===== config.mk =====
export PLATFORM = sky130hd
export DESIGN_NAME = csr_rg_ram
export DESIGN_NICKNAME = d
export VERILOG_FILES = /design/src/rtl/csr_row_gather_top_macros.svh /design/src/rtl/csr_rg_ram.sv
export SDC_FILE = /design/constraint.sdc
export NUM_CORES = 1
export LEC_CHECK = 0
export ABC_CLOCK_PERIOD_IN_PS = 2930
export BUFFER_PORTS_ARGS = -buffer_cell sky130_fd_sc_hd__clkbuf_2
export CORE_ASPECT_RATIO = 0.75
export CORE_MARGIN = 2
export CORE_UTILIZATION = 48
export CTS_BUF_LIST = sky130_fd_sc_hd__clkbuf_4 sky130_fd_sc_hd__clkbuf_8
export DETAILED_ROUTE_END_ITERATION = 10
export PLACE_DENSITY = 0.71
export SLEW_MARGIN = 0
export SYNTH_ARGS = -nofsm -noshare
export SYNTH_HDL_FRONTEND = slang
export SYNTH_SLANG_ARGS = --single-unit

===== constraint.sdc =====
create_clock -name clock -period 2.93 [get_ports clock]
set_input_delay 0.586 -clock clock [delete_from_list [all_inputs] [get_ports clock]]
set_output_delay 0.586 -clock clock [all_outputs]
set_load 0.05 [all_outputs]

===== src/rtl/csr_row_gather_top_macros.svh =====
// ---------------------------------------------------------------------------
// csr row gather assertion macros
// shared property forms for the row gather checks
// ---------------------------------------------------------------------------
`ifndef CSR_ROW_GATHER_TOP_MACROS_SVH
`define CSR_ROW_GATHER_TOP_MACROS_SVH

// same-cycle implication, checked outside reset
`define CRG_ASSERT_IMPLY(label, clk, rst, ante, cons) \
   label: assert property (@(posedge clk) disable iff (rst) (ante) |-> (cons)) \
      else $error("csr row gather check failed");

// next-cycle implication, checked outside reset
`define CRG_ASSERT_NEXT(label, clk, rst, ante, cons) \
   label: assert property (@(posedge clk) disable iff (rst) (ante) |=> (cons)) \
      else $error("csr row gather check failed");

`endif


===== src/rtl/csr_rg_ram.sv =====
// ---------------------------------------------------------------------------
// csr row gather ram
// single-port synchronous ram, one read or write a cycle, registered read
// ---------------------------------------------------------------------------
module csr_rg_ram #(
   parameter int WIDTH = 8,
   parameter int DEPTH = 16
) (
   input  logic                     clock,
   input  logic                     we,
   input  logic [$clog2(DEPTH)-1:0] addr,
   input  logic [WIDTH-1:0]         wdata,
   output logic [WIDTH-1:0]         rdata
);

   logic [WIDTH-1:0] mem_ff [DEPTH];
   logic [WIDTH-1:0] rdata_ff;

   always_ff @(posedge clock) begin
      if (we) begin
         mem_ff[addr] <= wdata;
      end else begin
         rdata_ff <= mem_ff[addr];
      end
   end

   assign rdata = rdata_ff;

endmodule


==> results of run 1 <==
[metal layers]
metal  global-route usage (%)  up-vias
met4                     8.43        0
met3                     5.89       19
met5                        0        -
li1                         -     1074
met1                     26.7     1282
met2                     27.6      102
[power by group]
group          switching [uW]  leakage (uW)  internal, uW
sequential               13.7       0.00124          2190
clock                     691      0.000207           927
combinational             146      0.000532          85.5
[layout make-up]
type / instances / area share (%)
tap: 136 / 2.84
clock inverter: 13 / 2.99
multi-input combinational: 83 / 16.7
timing repair buffer: 44 / 5.06
inverter: 1 / 0.0627
sequential: 136 / 68.3
clock buffer: 18 / 4.04
[cells in the final DEF, fill, tap and decap left out, drive strengths merged, types with 4 or more instances in the layout]
master / instances
edfxtp: 136
a22oi: 16
nand2: 9
buf: 23
clkbuf: 39
nor2: 13
nor3: 4
bufinv: 4
mux4: 32
clkinv: 6
[critical path, delay by kind of cell]
kind,cells,cell delay (ns)
AO/OA/AOI/OAI,1,0.22
buffers and inverters,2,0.65
multiplexers,1,0.52
AND/OR/NAND/NOR,1,0.12
[cell usage after synthesis]
master / instances / share of area [%]
buf_6: 2 / 0.44
clkbuf_1: 2 / 0.15
a22oi_1: 16 / 2.3
buf_1: 4 / 0.29
and2_1: 1 / 0.12
mux4_2: 32 / 14
inv_1: 1 / 0.073
buf_2: 2 / 0.19
nand3_1: 1 / 0.097
nor2_1: 13 / 0.95
nand2_1: 9 / 0.66
nor2b_1: 2 / 0.24
clkbuf_2: 1 / 0.097
nor3_1: 4 / 0.39
nand2b_1: 2 / 0.24
nand3b_1: 2 / 0.29
edfxtp_1: 136 / 79
or3_1: 1 / 0.12
[flip-flops by register name, summed over array words and instances, names as in the netlist]
signal / flops
mem_ff: 128
rdata: 8
[stage by stage]
| step | setup slack [ns] | total power [uW] | instances |
|---|---|---|---|
| floorplan | 0.858 | 2390 | 231 |
| global placement | 0.515 | 2470 | 400 |
| detailed placement | 0.512 | 2480 | 400 |
| CTS | 0.998 | 4080 | 431 |
| global route | 0.876 | 4180 | 431 |
| finish | 1.01 | 4050 | 431 |
[final timing paths]
check	start	endpoint	slack [ns]	cells past startpoint
min	wdata[2]	mem_ff[7][2]$_DFFE_PP_	0.56	1
max reg2reg	mem_ff[3][4]$_DFFE_PP_	rdata[4]$_DFFE_PN_	1.49	3
max	addr[0]	rdata[4]$_DFFE_PN_	1.01	5
min reg2reg	mem_ff[14][2]$_DFFE_PP_	rdata[2]$_DFFE_PN_	0.77	3
[cells by family (layout without fill, tap and decap cells)]
group,Yosys count,after routing,synth area share [%]
DFF,136,136,79.3
and+or+nand+nor,35,35,3.11
muxes,32,32,14.0
AOI/OAI and AO/OA,16,16,2.33
buffers and inverters,12,76,1.24
==> flow_summary.ini, run 1 <==
[floorplanning]
rows = 32
io_pins = 22
core_sq_um = 10400
die_w_um = 124
initial_core_util_pct = 49.7
die-area_sq_um = 11600
die_h_um = 93.7

[sta]
fmax_mhz = 521
relSlewSlack_pct = 49.5
timing_max_transition_violations_final = 0
tns_ns = 0
fin_hold_ws_ns = 0.563
finalCritPeriodShare_pct = 65.5
setup_viol_count_final = 0
skew_ns = 0.00865
period_minus_slack_ns = 1.92
finalHoldViolCount = 0
rsz0062_at_grt = false
tightest_slew_ns = 0.757

[logic_synthesis]
ys_warn_count = 0
synthCells = 231
synth_cell_types = 18
synth.avg_cell_area_sq_um = 22.3
ys_seq_elements = 136
syn-num-nets = 245
ys_seq_area_share_pct = 79.3
synth_area_sq_um = 5150

[routing]
drt-pass1-iter-count = 5
ant_nets = 0
num_vias = 2477
wl_met1_mm = 4.18
drt_iter0_drc = 274
wl_met2_mm = 4.66
drc = 0
met3_length_um = 803
wirelength_mm = 9.85
highest_layer = met4
routed_via_density = 5.75
wire_per_inst_um = 22.8

[grt]
antenna_found_initial = 0
overflow = 0
grt_use_total_pct = 19.0
grt_max_degree = 24
first_global_vias = 2499
grt_pass1_wl_mm = 15.0

[clock_network]
cts_max_path_buffers = 2
htree_levels = 4
cts_resized = 0
clk_latency_ns = 0.44
clkSinkCount = 136
clkTransAtPathRegs_ns = 0.07
post_cts_buffers = 0
cts_tree = done
cts_hold_buf = 0
cts_buffers = 17
cts_root_buf = clkbuf_8

[cells_and_area]
area_growth_pct = 16.2
ff_latch_area_sq_um = 4080
utilization_pct = 57.7
antennaDiodeCount = 0
n_fill_cell = 769
layout-drive-gt1-share_pct = 35.6
nets = 297
postLayoutCellArea_sq_um = 5980
multiInputGateArea_sq_um = 1000

[power]
powerDensity_nw_per_um2 = 677
peakVddDrop_mv = 0.563
p_leak_uw = 0.00198

[min_path]
hold_path_class = in -> reg

[run_status]
outcome = finished clean

[run]
maxCapViolCount = 0

[placed_design]
dpl_cell_area_sq_um = 5560
gp_congestion = 0.757
dpl.hpwl_mm = 6.47
port_buffers = 21

[worst_setup_path]
arrival_ns = 2.10
worstSetupPathType = in -> reg
crit_path_end_kind = register
critPathMaxStageDelay_ns = 0.52
crit_chain = clkbuf_2, buf_4, mux4_2, a22oi_1, nand2_1
crit_path_max_fanout = 12
critPathSlowestCell = mux4_2
start_kind = input pin
crit_required_ns = 3.11
Power figures use the tool's default switching activity.
==> run 2, diff against run 1 <==
ABC_CLOCK_PERIOD_IN_PS = 1990   (was 2930)
clock period = 1.99 ns   (was 2.93 ns; I/O delays follow)
==> run 2 against run 1 <==
  * Clock skew is 0.0017 ns lower
  * First-iteration DRC count is 9.5% higher
  * Power is 60% higher
  * Highest routed layer unchanged
  * Largest cell class unchanged
==> flow_summary.ini, run 2 (same netlist as run 1, synthesis figures left out) <==
[clock_network]
clk_latency_ns = 0.43
post_cts_buffers = 0
clkSinkCount = 136
cts_root_buf = clkbuf_8
htree_levels = 4
cts_tree = done
cts_resized = 0
cts_buffers = 17
cts_max_path_buffers = 2
cts_hold_buf = 0
clkTransAtPathRegs_ns = 0.07

[run]
maxCapViolCount = 0

[worst_setup_path]
r2r_cells = 3
cp_top_family = multiplexers
critPathSlowestCell = mux4_2
crit_path_end_kind = register
rr_startpoint = mem_ff[11][3]$_DFFE_PP_
rrSetupSlack_ns = 0.46
r2r_end = rdata[3]$_DFFE_PN_
crit_chain = clkbuf_2, buf_12, mux4_2, a22oi_1, nand2_1
cp_num_buf_inv = 2
start_kind = input pin
crit_required_ns = 2.16
crit_path_max_fanout = 15
worstSetupPathType = in -> reg
critPathMaxStageDelay_ns = 0.51
arrival_ns = 1.72

[sta]
timing_max_transition_violations_final = 0
rsz0062_at_grt = false
relSlewSlack_pct = 69.6
finalCritPeriodShare_pct = 78.1
period_minus_slack_ns = 1.55
setup_ws_ns = 0.436
tightest_slew_ns = 0.456
skew_ns = 0.00691
finalHoldViolCount = 0
setup_viol_count_final = 0
fmax_mhz = 644

[cells_and_area]
layout_commonest_cell = edfxtp_1
area_growth_pct = 18.8
utilization_pct = 59.0
n_fill_cell = 745
nets = 301
layout_common_cells = edfxtp_1 (136), mux4_2 (32), buf_4 (24), clkbuf_2 (21), clkbuf_8 (17)
postLayoutCellArea_sq_um = 6120
layout-drive-gt1-share_pct = 36.7
top_register = mem_ff
fin_cells = 436
largest_reg_flops = 128
antennaDiodeCount = 0

[grt]
overflow = 0
first_global_vias = 2644
antenna_found_initial = 0
grt_use_total_pct = 20.5
grt_max_degree = 40
grt_pass1_wl_mm = 15.9

[power]
p_seq_share_pct = 50.1
power_frac_clock_pct = 44.5
power.internal_uw = 5220
p_leak_uw = 0.00205
pwr-share-comb_pct = 5.5
peakVddDrop_mv = 0.887
powerDensity_nw_per_um2 = 1060
p_sw_uw = 1260
swShare_pct = 19.5

[min_path]
hold_path_class = in -> reg
min_path_cells = 1
min-delay-start = wdata[2]
min_to = mem_ff[0][2]$_DFFE_PP_

[routing]
wirelength_mm = 10.2
drt-pass1-iter-count = 5
met3_length_um = 715
wl_met2_mm = 4.81
wire_per_inst_um = 23.5
drc = 0
drt_iter0_drc = 300
highest_layer = met4
ant_nets = 0
routed_via_density = 5.69
wl_met1_mm = 4.59
num_vias = 2480

[floorplanning]
die_h_um = 93.7
die-area_sq_um = 11600
initial_core_util_pct = 49.7
rows = 32
die_w_um = 124
io_pins = 22
core_sq_um = 10400

[placed_design]
dpl_cell_area_sq_um = 5600
port_buffers = 21
placed_cells = 404
gp_congestion = 0.816
place_ws_ns = -0.0265
dpl.hpwl_mm = 6.37

[run_status]
outcome = finished clean
[run 2: how the worst max path moves through the flow]
stage,from,cells after the start,slack (ns),to
after floorplan,we,3,0.11,mem_ff[0][0]$_DFFE_PP_
after global placement,addr[0],5,0.02,rdata[3]$_DFFE_PN_
after detailed placement,addr[0],5,-0.03,rdata[3]$_DFFE_PN_
after CTS,rdata[5]$_DFFE_PN_,1,0.45,rdata[5]
after global routing,addr[0],5,0.37,rdata[3]$_DFFE_PN_
final,addr[0],5,0.44,rdata[3]$_DFFE_PN_
[run 2: stage by stage]
stage               total power [uW]  setup TNS, ns  hold WS (ns)
floorplan                       3520              0         0.497
global placement                3650              0         0.730
detailed placement              3660        -0.0265         0.748
CTS                             6530              0         0.350
global route                    6690              0         0.388
finish                          6480              0         0.392
[run 2: power by group through the flow]
stage / clock network [uW] / registers [uW] / logic (uW)
floorplan: 0 / 3350 / 167
global placement: 0 / 3310 / 349
detailed placement: 0 / 3310 / 356
CTS: 2930 / 3250 / 358
global route: 3060 / 3250 / 385
finish: 2880 / 3240 / 354
[run 2: cell type report]
cell class	count	area, sq um	area share (%)
Clock inverter	15	279	4.56
Tap cell	136	170	2.78
Sequential cell	136	4080	66.8
Timing Repair Buffer	48	345	5.65
Inverter	1	3.75	0.0614
Clock buffer	17	234	3.82
Multi-Input combinational cell	83	1000	16.4
[run 2: routing by layer]
metal | vias up | GRT usage (%)
met4 | 0 | 7.29
met3 | 14 | 5.95
met2 | 99 | 29.2
met5 | - | 0
li1 | 1080 | -
met1 | 1287 | 30.5
[run 2: worst register-to-register path, cell delays in order (launching register included)]
cell      delay [ns]
edfxtp_1        0.36
mux4_2          0.47
a22oi_1         0.35
nand2_1         0.09
