## config.mk

```make
export PLATFORM = sky130hd
export DESIGN_NAME = csr_rg_seq
export DESIGN_NICKNAME = d
export VERILOG_FILES = /design/src/rtl/csr_row_gather_top_macros.svh /design/src/rtl/csr_rg_pkg.sv /design/src/rtl/csr_rg_seq.sv
export SDC_FILE = /design/constraint.sdc
export NUM_CORES = 1
export LEC_CHECK = 0
export ABC_AREA = 1
export BUFFER_PORTS_ARGS = -buffer_cell sky130_fd_sc_hd__buf_2
export CORE_ASPECT_RATIO = 1.25
export CORE_UTILIZATION = 44
export CTS_BUF_LIST = sky130_fd_sc_hd__clkbuf_8
export CTS_CLUSTER_DIAMETER = 60
export DETAILED_ROUTE_END_ITERATION = 10
export GPL_TIMING_DRIVEN = 0
export PLACE_DENSITY_LB_ADDON = 0.1
export SLEW_MARGIN = 20
export SYNTH_ARGS = -nofsm -noshare
export SYNTH_HDL_FRONTEND = slang
export SYNTH_SLANG_ARGS = --single-unit
```

## constraint.sdc

```tcl
create_clock -name clock -period 4 [get_ports clock]
set_clock_uncertainty 0.15 [all_clocks]
set_input_delay 0.4 -clock clock [delete_from_list [all_inputs] [get_ports clock]]
set_output_delay 0.4 -clock clock [all_outputs]
set_load 0.01 [all_outputs]
```

## src/rtl/csr_row_gather_top_macros.svh

```systemverilog
// ---------------------------------------------------------------------------
// csr row gather assertion macros
// shared property forms for the row gather checks
// ---------------------------------------------------------------------------
`ifndef CSR_ROW_GATHER_TOP_MACROS_SVH
`define CSR_ROW_GATHER_TOP_MACROS_SVH

// same-cycle implication, checked outside reset
`define CRG_ASSERT_IMPLY(label, clk, rst, ante, cons) \
   label: assert property (@(posedge clk) disable iff (rst) (ante) |-> (cons)) \
      else $error("csr row gather check failed");

// next-cycle implication, checked outside reset
`define CRG_ASSERT_NEXT(label, clk, rst, ante, cons) \
   label: assert property (@(posedge clk) disable iff (rst) (ante) |=> (cons)) \
      else $error("csr row gather check failed");

`endif

```

## src/rtl/csr_rg_pkg.sv

```systemverilog
// ---------------------------------------------------------------------------
// csr row gather package
// sizes, operation and status codes and port bundles of the row gather
// ---------------------------------------------------------------------------
package csr_rg_pkg;

   localparam int ROW_DEPTH     = 256;
   localparam int NONZERO_DEPTH = 1024;
   localparam int MAX_COLS      = 32;

   localparam int OP_W    = 2;
   localparam int ADDR_W  = 11;
   localparam int PTR_W   = 11;
   localparam int VALUE_W = 64;
   localparam int COL_W   = 5;
   localparam int ROW_W   = 8;
   localparam int POS_W   = 32;
   localparam int STAT_W  = 2;

   localparam int RP_DEPTH  = ROW_DEPTH + 1;
   localparam int RP_ADDR_W = $clog2(RP_DEPTH);
   localparam int NZ_ADDR_W = $clog2(NONZERO_DEPTH);
   localparam int NZ_W      = VALUE_W + COL_W;
   localparam int CNT_W     = $clog2(MAX_COLS + 1);

   // operations
   localparam logic [OP_W-1:0] OP_LOAD_PTR = 2'd0;
   localparam logic [OP_W-1:0] OP_LOAD_NZ  = 2'd1;
   localparam logic [OP_W-1:0] OP_START    = 2'd2;
   localparam logic [OP_W-1:0] OP_ROW      = 2'd3;

   // result kinds
   localparam logic KIND_NONZERO = 1'b0;
   localparam logic KIND_POINTER = 1'b1;

   // status codes
   localparam logic [STAT_W-1:0] STAT_OK        = 2'd0;
   localparam logic [STAT_W-1:0] STAT_ROW_RANGE = 2'd1;
   localparam logic [STAT_W-1:0] STAT_EXTENT    = 2'd2;
   localparam logic [STAT_W-1:0] STAT_SATURATED = 2'd3;

   // row pointer memory access
   typedef struct packed {
      logic                 we;
      logic [RP_ADDR_W-1:0] addr;
      logic [PTR_W-1:0]     wdata;
   } rp_port_type;

   // nonzero memory access, value and column side by side
   typedef struct packed {
      logic                 we;
      logic [NZ_ADDR_W-1:0] addr;
      logic [NZ_W-1:0]      wdata;
   } nz_port_type;

   // one result beat
   typedef struct packed {
      logic              valid;
      logic              kind;
      logic [VALUE_W-1:0] value_bits;
      logic [COL_W-1:0]  column;
      logic [POS_W-1:0]  position;
      logic [STAT_W-1:0] status;
      logic              last;
   } rsp_type;

endpackage

```

## src/rtl/csr_rg_seq.sv

```systemverilog
// ---------------------------------------------------------------------------
// csr row gather sequencer
// decodes commands, walks row extents through the memories, forms results
// ---------------------------------------------------------------------------
module csr_rg_seq (
   input  logic                                clock,
   input  logic                                reset,
   input  logic                                start,
   output logic                                busy,
   input  logic [csr_rg_pkg::OP_W-1:0]         req_operation,
   input  logic [csr_rg_pkg::ADDR_W-1:0]       req_address,
   input  logic [csr_rg_pkg::PTR_W-1:0]        req_pointer_value,
   input  logic [csr_rg_pkg::VALUE_W-1:0]      req_value_bits,
   input  logic [csr_rg_pkg::COL_W-1:0]        req_column,
   input  logic [csr_rg_pkg::ROW_W-1:0]        req_row,
   output csr_rg_pkg::rp_port_type             rp_port,
   input  logic [csr_rg_pkg::PTR_W-1:0]        rp_rdata,
   output csr_rg_pkg::nz_port_type             nz_port,
   input  logic [csr_rg_pkg::NZ_W-1:0]         nz_rdata,
   output csr_rg_pkg::rsp_type                 rsp
);

   localparam logic [2:0] ST_IDLE = 3'd0;
   localparam logic [2:0] ST_LO   = 3'd1;
   localparam logic [2:0] ST_HI   = 3'd2;
   localparam logic [2:0] ST_WALK = 3'd3;
   localparam logic [2:0] ST_FIN  = 3'd4;

   localparam int PW = csr_rg_pkg::POS_W;

   logic [2:0]                          state_ff, state_in;
   logic [PW-1:0]                       count_ff, count_in;
   logic [csr_rg_pkg::RP_ADDR_W-1:0]    row_ff, row_in;
   logic [csr_rg_pkg::PTR_W-1:0]        start_ff, start_in;
   logic [csr_rg_pkg::PTR_W-1:0]        slot_ff, slot_in;
   logic [csr_rg_pkg::CNT_W-1:0]        n_ff, n_in;
   logic [csr_rg_pkg::CNT_W-1:0]        idx_ff, idx_in;
   csr_rg_pkg::rsp_type                 rsp_ff, rsp_in;

   logic                                accept;
   logic [csr_rg_pkg::RP_ADDR_W-1:0]    req_row_ext;
   logic [csr_rg_pkg::PTR_W-1:0]        extent;
   logic                                bad_extent;
   logic [PW:0]                         slot_sum;
   logic [PW:0]                         total_sum;

   assign accept      = start && (state_ff == ST_IDLE);
   assign req_row_ext = csr_rg_pkg::RP_ADDR_W'(req_row);
   assign extent      = rp_rdata - start_ff;
   assign bad_extent  = (rp_rdata < start_ff)
                     || (extent > csr_rg_pkg::PTR_W'(csr_rg_pkg::MAX_COLS))
                     || (rp_rdata > csr_rg_pkg::PTR_W'(csr_rg_pkg::NONZERO_DEPTH));
   assign slot_sum    = {1'b0, count_ff} + (PW+1)'(idx_ff);
   assign total_sum   = {1'b0, count_ff} + (PW+1)'(n_ff);

   always_comb begin
      state_in = state_ff;
      count_in = count_ff;
      row_in   = row_ff;
      start_in = start_ff;
      slot_in  = slot_ff;
      n_in     = n_ff;
      idx_in   = idx_ff;

      rsp_in            = rsp_ff;
      rsp_in.valid      = 1'b0;

      rp_port.we    = 1'b0;
      rp_port.addr  = req_address[csr_rg_pkg::RP_ADDR_W-1:0];
      rp_port.wdata = req_pointer_value;

      nz_port.we    = 1'b0;
      nz_port.addr  = req_address[csr_rg_pkg::NZ_ADDR_W-1:0];
      nz_port.wdata = {req_value_bits, req_column};

      unique case (state_ff)
         ST_IDLE: begin
            if (accept) begin
               unique case (req_operation)
                  csr_rg_pkg::OP_LOAD_PTR: begin
                     rp_port.we = (req_address
                                   <= csr_rg_pkg::ADDR_W'(csr_rg_pkg::ROW_DEPTH));
                  end
                  csr_rg_pkg::OP_LOAD_NZ: begin
                     nz_port.we = (req_address
                                   < csr_rg_pkg::ADDR_W'(csr_rg_pkg::NONZERO_DEPTH));
                  end
                  csr_rg_pkg::OP_START: begin
                     count_in          = '0;
                     rsp_in.valid      = 1'b1;
                     rsp_in.kind       = csr_rg_pkg::KIND_POINTER;
                     rsp_in.value_bits = '0;
                     rsp_in.column     = '0;
                     rsp_in.position   = '0;
                     rsp_in.status     = csr_rg_pkg::STAT_OK;
                     rsp_in.last       = 1'b1;
                  end
                  csr_rg_pkg::OP_ROW: begin
                     if (req_row_ext >= csr_rg_pkg::RP_ADDR_W'(csr_rg_pkg::ROW_DEPTH)) begin
                        rsp_in.valid      = 1'b1;
                        rsp_in.kind       = csr_rg_pkg::KIND_POINTER;
                        rsp_in.value_bits = '0;
                        rsp_in.column     = '0;
                        rsp_in.position   = count_ff;
                        rsp_in.status     = csr_rg_pkg::STAT_ROW_RANGE;
                        rsp_in.last       = 1'b1;
                     end else begin
                        rp_port.addr = req_row_ext;
                        row_in       = req_row_ext;
                        state_in     = ST_LO;
                     end
                  end
                  default: begin
                  end
               endcase
            end
         end
         ST_LO: begin
            // row start arrives, fetch the row end
            start_in     = rp_rdata;
            rp_port.addr = row_ff + csr_rg_pkg::RP_ADDR_W'(1);
            state_in     = ST_HI;
         end
         ST_HI: begin
            if (bad_extent) begin
               rsp_in.valid      = 1'b1;
               rsp_in.kind       = csr_rg_pkg::KIND_POINTER;
               rsp_in.value_bits = '0;
               rsp_in.column     = '0;
               rsp_in.position   = count_ff;
               rsp_in.status     = csr_rg_pkg::STAT_EXTENT;
               rsp_in.last       = 1'b1;
               state_in          = ST_IDLE;
            end else begin
               n_in         = extent[csr_rg_pkg::CNT_W-1:0];
               idx_in       = '0;
               nz_port.addr = start_ff[csr_rg_pkg::NZ_ADDR_W-1:0];
               slot_in      = start_ff + csr_rg_pkg::PTR_W'(1);
               state_in     = (extent == '0) ? ST_FIN : ST_WALK;
            end
         end
         ST_WALK: begin
            rsp_in.valid      = 1'b1;
            rsp_in.kind       = csr_rg_pkg::KIND_NONZERO;
            rsp_in.value_bits = nz_rdata[csr_rg_pkg::NZ_W-1:csr_rg_pkg::COL_W];
            rsp_in.column     = nz_rdata[csr_rg_pkg::COL_W-1:0];
            rsp_in.position   = slot_sum[PW] ? '1 : slot_sum[PW-1:0];
            rsp_in.status     = csr_rg_pkg::STAT_OK;
            rsp_in.last       = 1'b0;
            nz_port.addr      = slot_ff[csr_rg_pkg::NZ_ADDR_W-1:0];
            slot_in           = slot_ff + csr_rg_pkg::PTR_W'(1);
            idx_in            = idx_ff + csr_rg_pkg::CNT_W'(1);
            if (idx_ff == n_ff - csr_rg_pkg::CNT_W'(1)) begin
               state_in = ST_FIN;
            end
         end
         ST_FIN: begin
            count_in          = total_sum[PW] ? '1 : total_sum[PW-1:0];
            rsp_in.valid      = 1'b1;
            rsp_in.kind       = csr_rg_pkg::KIND_POINTER;
            rsp_in.value_bits = '0;
            rsp_in.column     = '0;
            rsp_in.position   = total_sum[PW] ? '1 : total_sum[PW-1:0];
            rsp_in.status     = total_sum[PW] ? csr_rg_pkg::STAT_SATURATED
                                              : csr_rg_pkg::STAT_OK;
            rsp_in.last       = 1'b1;
            state_in          = ST_IDLE;
         end
         default: begin
            state_in = ST_IDLE;
         end
      endcase
   end

   always_ff @(posedge clock) begin
      if (reset) begin
         state_ff <= ST_IDLE;
         count_ff <= '0;
         rsp_ff   <= '0;
      end else begin
         state_ff <= state_in;
         count_ff <= count_in;
         rsp_ff   <= rsp_in;
      end
   end

   always_ff @(posedge clock) begin
      row_ff   <= row_in;
      start_ff <= start_in;
      slot_ff  <= slot_in;
      n_ff     <= n_in;
      idx_ff   <= idx_in;
   end

   assign busy = (state_ff != ST_IDLE);
   assign rsp  = rsp_ff;

endmodule

```

==> results.toml <==
[run_status]
status = "completed"

[route]
drc = 0
drt_iter0_drc = 536
drt_wl_total_um = 39000
detail-route-antenna-nets = 0
via_per_inst = 5.07
drt_first_pass_iters = 5
wl_per_cell_um = 16.0
vias = 12400

[synth]
synth_top_area_share_pct = 24.8
synth_most_common_cell = "nand2_1"
synth_edf_count = 41
synth_top_area_cell = "dfxtp_1"
ys_seq_area_share_pct = 35.7
syn_avg_cell_area_um2 = 6.74
synthMuxAreaShare_pct = 0
synth.area.top_cells = "dfxtp_1 (25%), nand2_1 (18%), edfxtp_1 (11%), a21oi_1 (6.6%), inv_1 (6.3%)"
synth_warnings = 0
ys_top_cells_by_count = "nand2_1 (547), inv_1 (189), a21oi_1 (150), dfxtp_1 (140), nand3_1 (125)"
yosys.area_share.simple_pct = 31.3
synth.cell_area_um2 = 11300
synth_nets = 1892
synth-compound-area-share_pct = 11.4
synth-adder-area-share_pct = 3.52
synth_xor_area_share_pct = 3.33
synth-seq-cells = 181
synth_top_family_by_area = "simple AND/OR/NAND/NOR gates"
synth_flop_cell = "dfxtp_1"
synthArstFlopShare_pct = 0
yosys.cell_types.count = 46
synthCells = 1678

[global_route]
grt_pass1_wl_um = 59900
grtUsageTotal_pct = 29.1
grt.overflow.total = 0
grt_max_degree = 18
antenna_found_initial = 1
grt_pass1_vias = 11800

[sta]
max_clock_freq_ghz = 0.263
worst_pin_slew_ns = 0.985
setup_slack_ns = 0.202
maxSlewHeadroom_pct = 34.0
hold_viol = 0
min_period_ns = 3.80
setup_viol = 0
slew_violations = 0
fin_crit_sh_pct = 94.9

[flow_run]
drv_cap = 0

[place]
preCtsSetupSlack_ns = 0.177
gp_congestion = 0.970
dp.final_hpwl_um = 29800
io_buffers = 311

[min_path]
hp-class = "in -> reg"

[power_and_ir_drop]
swShare_pct = 30.3
pwr_density_cell_nw_per_um2 = 284
switching_power_mw = 1.26
pwr-share-comb_pct = 20.4
clkPwrFrac_pct = 32.7
seq_power_share_pct = 46.9
leakagePower_nw = 7.10
p_int_mw = 2.90
ir_worst_vdd_mv = 0.260

[die]
pin_count = 392
start_util_pct = 44.9
fp.coreArea_um2 = 25200
design.die.area_um2 = 26300
die_h_um = 181
rows = 65
die_w_um = 145

[critical_path]
path_common_cell = "nand2_2"
cpPeakStageDelay_ns = 0.43
cp-start-kind = "flop"
crit_required_ns = 3.45
path_class = "reg -> out"
crit_chain = "ha_2, fa_2, inv_1, nand3_2, nand2_2, nand2_1, nand2_2, nand3_2, nand2_2, nand2_1, nor3_4, nand2_2, nand2_4, nand2_2, buf_6, nand2_1, o211ai_1, buf_2"
crit_fanout = 10
worstSetupEndpointType = "output pin"
worstPathArrival_ns = 3.25
cp_slowest_cell = "edfxtp_1"

[cts]
h-tree-depth = 4
clk_latency_ns = 0.50
root_buffer = "clkbuf_8"
clockBufferDepth = 2
path_clk_slew_ns = 0.10
numCtsBuffers = 17
tritoncts = "built"
clock_sinks = 181

[finish]
areaGrowthSynthToFinish_pct = 29.5
nNetsFinal = 2307
layout-drive-gt1-share_pct = 24.2
final_util_pct = 58.1
## power groups by stage
stage	sequential [mW]	clock (mW)	combinational, mW
2_1_floorplan	2.00	0	0.466
3_3_place_gp	1.99	0	0.761
3_5_place_dp	1.99	0	0.766
4_1_cts	1.95	1.39	0.834
5_1_grt	1.96	1.45	0.933
6_report	1.95	1.36	0.848
## through the flow
step | hold slack [ns] | TNS (ns) | power (mW) | std cells | area (um2)
after floorplan | 0.312 | 0 | 2.47 | 1678 | 11300
after global placement | 0.294 | 0 | 2.75 | 2324 | 13300
after detailed placement | 0.299 | 0 | 2.76 | 2325 | 13300
after CTS | 0.00489 | 0 | 4.18 | 2438 | 14500
after global routing | 0.00916 | -0.0879 | 4.34 | 2442 | 14600
final | 0.0393 | 0 | 4.16 | 2442 | 14600
## worst paths after layout
check	start	end	slack, ns	cells past startpoint
min	nz_rdata[62]	rsp[97]	0.04	3
max reg2reg	start_ff[0]	slot_ff[0]	0.60	16
max	start_ff[0]	nz_port[77]	0.20	18
min reg2reg	rsp[95]	rsp[95]	0.31	2
## worst max-delay path: cells and delay by family (launching register included)
kind | cells | cell delay (ns)
DFF | 1 | 0.43
AOI/OAI and AO/OA | 1 | 0.12
and+or+nand+nor | 12 | 1.23
buffers and inverters | 3 | 0.42
adders and majority gates | 2 | 0.57
## flip-flops by register name, summed over array words and instances (netlist names)
register and cells:
state_ff 3, row_ff 8, count_ff 32, rsp 105, start_ff 11, slot_ff 10, n_ff 6, idx_ff 6
## layout by cell type (no fill, tap or decap), types with 3 or more instances in the layout
cell and n:
nand2_1 541, buf_2 321, inv_1 188, a21oi_1 149
dfxtp_1 140, nand3_1 123, nor2_1 109, buf_4 87
dlygate4sd3_1 80, o21ai_0 55, edfxtp_1 41, clkbuf_1 34
xor2_1 27, ha_1 24, clkbuf_8 19, nand4_1 17
nand2_2 17, xnor2_1 16, nor3_1 14, o211ai_1 12
buf_6 12, a21oi_2 11, nor2_2 5, nand3b_1 5
or2_2 4, inv_2 3, nor3_2 3, nor4_1 3
a31oi_1 3, inv_6 3, clkinv_4 3
## per-layer routing
metal	global-route usage, %	share of wire [%]	wire length, um
met5	0	0	0
met4	16.5	5.2	2040
met2	52.1	49	19300
met3	4.34	5.2	2040
met1	32.9	40	15600
## logic make-up after synthesis
kind of cell / count (synthesis)
buf+inv: 335
xor+xnor: 43
compound gates: 239
fa+ha+maj: 30
simple gates: 850
flops: 181
## repair_timing
action | 4_1_cts | 5_1_grt
buffers inserted | 1 | 3
hold buffers | 80 | 0
endpoints found under the setup margin | 10 | 10
hold endpoints to repair | 80 | 0
gates resized for setup | 4 | 21
pin swaps | 0 | 5
## cell type report
cell class	count	area, um2
clock inverters	13	164
clock buffers	19	262
plain buffers	141	948
fillers	2562	10600
flip-flops and latches	181	4030
diodes	1	2.50
repair buffers	396	2400
inverters	194	732
well taps	335	419
multi-input cells	1162	5680
Note: power is estimated with default switching activity, not from simulation.
